===== src/hdl/stsi_pkg.sv =====
package stsi_pkg;

  localparam int VAL_W = 32;
  localparam int ACT_W = 2;
  localparam int POS_W = 6;
  localparam int CNT_W = 7;

  localparam logic [ACT_W-1:0] ACT_INSERT = 2'd0;
  localparam logic [ACT_W-1:0] ACT_SEARCH = 2'd1;
  localparam logic [ACT_W-1:0] ACT_CLEAR  = 2'd2;

  // Per-cycle commands broadcast from the controller to every cell.
  typedef struct packed {
    logic ins_en;
    logic cmp_en;
  } cell_ctl_t;

endpackage


===== src/hdl/stsi_cell.sv =====
module stsi_cell import stsi_pkg::*; #(
  parameter int CW       = 7,
  parameter int CELL_IDX = 0
) (
  input  logic                    clk,
  input  cell_ctl_t               ctl,
  input  logic signed [VAL_W-1:0] key,
  input  logic [CW-1:0]           count,
  input  logic signed [VAL_W-1:0] prev_entry,
  input  logic                    prev_gt,
  output logic signed [VAL_W-1:0] entry,
  output logic                    gt,
  output logic                    lt_flag,
  output logic                    eq_flag
);

  logic signed [VAL_W-1:0] entry_r;
  logic                    lt_flag_r;
  logic                    eq_flag_r;
  logic                    filled;
  logic                    at_end;

  assign filled  = CW'(CELL_IDX) < count;
  assign at_end  = CW'(CELL_IDX) == count;
  assign gt      = filled && (entry_r > key);
  assign entry   = entry_r;
  assign lt_flag = lt_flag_r;
  assign eq_flag = eq_flag_r;

  // A cell takes its left neighbour's entry when that one moves up, or the
  // new value when it is the first greater entry or the first empty place.
  always_ff @(posedge clk) begin
    if (ctl.ins_en) begin
      if (prev_gt) begin
        entry_r <= prev_entry;
      end else if (gt || at_end) begin
        entry_r <= key;
      end
    end
    if (ctl.cmp_en) begin
      lt_flag_r <= entry_r < key;
      eq_flag_r <= entry_r == key;
    end
  end

endmodule


===== config.mk =====
export PLATFORM = sky130hd
export DESIGN_NAME = stsi_cell
export DESIGN_NICKNAME = d
export VERILOG_FILES = /design/src/hdl/stsi_pkg.sv /design/src/hdl/stsi_cell.sv
export SDC_FILE = /design/constraint.sdc
export NUM_CORES = 1
export LEC_CHECK = 0
export BUFFER_PORTS_ARGS = -buffer_cell sky130_fd_sc_hd__buf_2
export CORE_UTILIZATION = 40
export CTS_BUF_LIST = sky130_fd_sc_hd__clkbuf_8 sky130_fd_sc_hd__clkbuf_16
export DETAILED_ROUTE_END_ITERATION = 6
export GPL_ROUTABILITY_DRIVEN = 0
export PLACE_DENSITY_LB_ADDON = 0.12
export SYNTH_ARGS = -nofsm -noshare
export SYNTH_HDL_FRONTEND = slang
export SYNTH_SLANG_ARGS = --single-unit

===== constraint.sdc =====
create_clock -name clk -period 4.24 [get_ports clk]
set_clock_uncertainty 0.15 [all_clocks]
set_input_delay 0 -clock clk [delete_from_list [all_inputs] [get_ports clk]]
set_output_delay 0 -clock clk [all_outputs]
set_load 0.01 [all_outputs]

* Yosys cells after proc, flatten, opt, wreduce, memory -nomap -nowiden
Cells that the tools add are included.
** Word-level totals
- Flip-flop bits (word level) :: 34
- Bits in latches :: 0
- Bits in writable memories :: 0
- Memory bits (read-only) :: 0
- Input bits :: 75
- Output and inout bits :: 35
- Word-level logic and storage cells :: 14
- Memories kept :: 0
** Cells by class
- Add/subtract/negate cells :: 0
- $mul :: 0
- Divide/modulo/power cells :: 0
- Magnitude comparators :: 3
- Equal/unequal tests :: 1
- Shifts and indexed selects :: 0
- Multiplexer cells :: 2
- Bitwise gates (word level) :: 0
- Reductions and logical operators :: 5
** Operators by type and width (number)
- $mux W32 :: 2
- $eq A32 B32 Y1 :: 1
- $gt A32 B32 Y1 :: 1
- $lt A32 B32 Y1 :: 1
- $logic_not A7 Y1 :: 1
- $lt A1 B7 Y1 const A :: 1
- $reduce_and A2 Y1 :: 1
- $reduce_bool A2 Y1 :: 1
- $logic_and A1 B1 Y1 :: 1
- $logic_or A1 B1 Y1 :: 1

* Logic depth before layout (Yosys ltp)
- Depth in word-level cells :: 5
- Mapped depth :: 8
- Depth with buffers taken out :: 8

* Least setup slack after synthesis
OpenSTA, ideal clock, no wires.
- Kind :: register -> register
- Start point :: reg entry_r[23] (netlist: entry[23])
- End point :: reg entry_r[0] (netlist: entry[0]) (enable)
- Setup time :: 0.395 ns
- Data arrival time :: 2.703 ns
- Slack :: 0.993 ns
- Cell stages (with the launch flop) :: 8
- Buffers on the path :: 0
- Cell sequence :: edfxtp_1 -> ha_1 -> a21oi_2 -> o21ai_1 -> a211o_1 -> a211o_1 -> nor4b_1 -> o41a_1
** On the way
- Word-level cells in the longest chain between the ends :: 5
** RTL lines
- from (decl) :: line stsi_cell.sv:17 : logic signed [VAL_W-1:0] entry_r;
- from (signal assigned) :: line stsi_cell.sv:35 : entry_r <= prev_entry;
- from (signal assigned) :: line stsi_cell.sv:37 : entry_r <= key;
- $gt A32 B32 Y1 :: line stsi_cell.sv:25 : assign gt = filled && (entry_r > key);
- $logic_and A1 B1 Y1 :: line stsi_cell.sv:25
- $logic_or A1 B1 Y1 :: line stsi_cell.sv:36 : end else if (gt || at_end) begin
- $reduce_bool A2 Y1 (no source line)
- $reduce_and A2 Y1 (no source line)
No other way between the ends.
A chain may end at the register's enable or synchronous reset.

* Worst setup path after layout
- Start point :: reg entry_r[13] (netlist: entry[13])
- End point :: reg entry_r[14] (netlist: entry[14]) (enable)
The elaborated chain is that of the path after synthesis.

==> summary.md <==
| Metric | Value |
|---|---|
| Status | `finished, final reports clean` |
| GRT Overall Usage | `20.6%` |
| Htree depth | `2` |
| Clock Pin Slew Worst Setup and Hold Paths | `~60 ps` |
| Synth warnings | `0` |
| Yosys top cell by area | `edfxtp_1` |
| IO Port Bufs | `between 100 and 150` |
| Post-route ant nets | `0` |
| Final min period | `3120 ps` |
| PnR worst setup slack | `1120 ps` |
| WP data arrival | `2880 ps` |
| Clock sinks | `34` |
| Mapped cell area | `2230 um2` |
| Layout Utilization | `67.9%` |
| Yosys reg bits | `34` |
| Hold_ws | `16.0 ps` |
| CORE AREA | `5240 um2` |
| Met2 WL | `2810 um` |
| Ant diodes | `0` |
| Crit path kind | `flop to flop` |
| Drt drc | `0` |
| DR iter-0 viols | `63` |
| M1 WL | `2540 um` |
| Met3 wire len | `316 um` |
| Detailed Routing Iterations Pass 1 | `4` |
| Synth top area share | `around 46%` |
| Tcrit/Tclk final | `73.6%` |
| Grt ovf | `0` |
| Synth Instances | `around 230` |
| Most numerous cell in the Yosys netlist | `nand2_1` |
| Synth area leaders | `edfxtp_1 (46%), ha_1 (18%), o21ai_0 (7.4%)` |
| Vias after detailed routing | `2195` |
| Placed cell count | `a little under 400` |
| CP Max Fanout | `32` |
| Pins Over Slew Limit | `0` |
| Maximum VDD drop | `roughly 0.00017 V` |
| Worst-Margin Slew | `969 ps` |
| PD cells | `259 nW/um2` |
| WP data required | `approximately 4000 ps` |
| Max-Cap Viols | `0` |
| CP Capture Type | `flop` |
| DRT Wirelength | `5750 um` |
| Slew margin rel. | `35.4%` |
| Vias per std cell | `4.68` |
| Post-detailed-route wirelength per cell | `between 10 and 15 um` |
| Synth unique cells | `34` |
| Synthesis-to-finish area growth | `59.4%` |
| Syn Nets | `333` |
| FFs w/ async S/R, synth | `0%` |
| DIE AREA | `just under 6000 um2` |
| Setup bufs post-CTS | `0` |
| Seq/Total Area, Yosys | `between 40% and 50%` |
| Insertion delay to the later sink of the worst-skew pair | `280 ps` |
| Starting Density | `42.6%` |
| Top Metal Used | `met4` |
| Top FF cell, synth | `edfxtp_1` |
| Worst setup SP type | `flop` |
| Die Ht | `~77 um` |
| Root Driver | `clkbuf_8` |
| Pin count of the biggest net entering global routing | `65` |
| Pre-CTS WS | `1100 ps` |
| Clock Tree Buf Depth | `2` |
| Share of cells above drive strength 1 | `30.6%` |
| Commonest cells in the netlist | `nand2_1 (36), edfxtp_1 (34), o21ai_0 (33)` |
| Dpl hpwl | `3840 um` |
| Row count | `26` |
| Nets | `a little over 500` |
| Final setup violation count | `0` |
| TNS Setup | `0 ps` |
| CTS tree | `yes` |
| HP Class | `input pin to flop` |
| Initial antenna violation count | `0` |
| Inserted Clock Buffers | `5` |
| Syn_area_per_cell | `a little under 10 um2` |
| Number of synthesized flops with an enable pin | `34` |
| First-pass GRT wire length | `9560 um` |
| RSZ-0062 raised after global routing | `false` |
| Vias in the first global route | `2184` |
| Max Clk Rate | `0.320 GHz` |
| Leakage | `1.75 nW` |
| Final std cells w/o fill | `469` |
| Hold Vio Cnt, Final | `0` |
| Width of the die | `76.7 um` |
| IO Pins | `110` |
-- final timing paths --
check            start   endpoint  slack, ps  depth (start not counted)
max reg2reg  entry[13]  entry[14]       1120                          7
min reg2reg  entry[31]    lt_flag        670                          2
max          entry[13]  entry[14]       1120                          7
min            key[24]  entry[24]         20                          3
-- registers in the layout (all words and copies together), names as in the netlist --
signal and count:
eq_flag 1, lt_flag 1, entry 32
-- cells in the final DEF (no fill, tap or decap), drive strengths merged, types with 2 or more instances in the layout --
cell type    instances
nor4                 4
nor3                 2
nand3                3
a21oi               14
a21o                 2
dlygate4sd3         64
buf                109
nand2               36
nand4                6
a211o                2
a21boi               2
o41a                 2
inv                 34
nor2                 3
edfxtp              34
ha                  32
o21ai               34
clkbuf               5
-- layout make-up --
cell class | count | area [um2]
fillers | 446 | 1680
flip-flops and latches | 34 | 1020
clock inverters | 2 | 7.51
repair buffers | 173 | 1190
well taps | 70 | 87.6
multi-input cells | 153 | 1060
clock buffers | 5 | 68.8
inverters | 32 | 120
-- logic make-up (layout without fill, tap and decap cells) --
group / Yosys count / in the layout / share of synthesized area, %
and+or+nand+nor: 60 / 60 / 13.4
AOI/OAI and AO/OA: 59 / 59 / 15.4
buffers and inverters: 39 / 212 / 6.57
DFF: 34 / 34 / 45.8
adders and majority gates: 32 / 32 / 18.0
xor gates and xnor gates: 1 / 1 / 0.393
muxes: 1 / 1 / 0.505
-- critical path, cell delays in order (launching register included) --
cell and delay, ps:
edfxtp_1 410, ha_1 310, nand4_1 160, nor4_1 440
a21boi_1 240, o41a_1 210, o211a_1 170, o41a_2 640
-- where the power goes --
group	total [mW]	internal [mW]	switching, mW
registers	0.426	0.411	0.0146
logic	0.277	0.146	0.132
clock network	0.219	0.108	0.111
total	0.922	0.665	0.257
-- metal layers --
layer,vias up,track usage [%]
li1,1153,-
met1,966,24.2
met2,68,36.1
met3,8,5.95
met4,0,6.54
met5,-,0
-- metrics by stage --
step / power [mW] / instance area (um2)
6_report: 0.922 / 3550
3_5_place_dp: 0.654 / 2840
4_1_cts: 0.928 / 3550
2_1_floorplan: 0.561 / 2230
5_1_grt: 0.981 / 3550
3_3_place_gp: 0.652 / 2840
-- what timing repair did --
action / 4_1_cts / 5_1_grt
hold endpoints to repair: 34 / 0
hold buffers: 64 / 0
resized for setup: 0 / 0
Note: power is estimated with default switching activity, not from simulation.
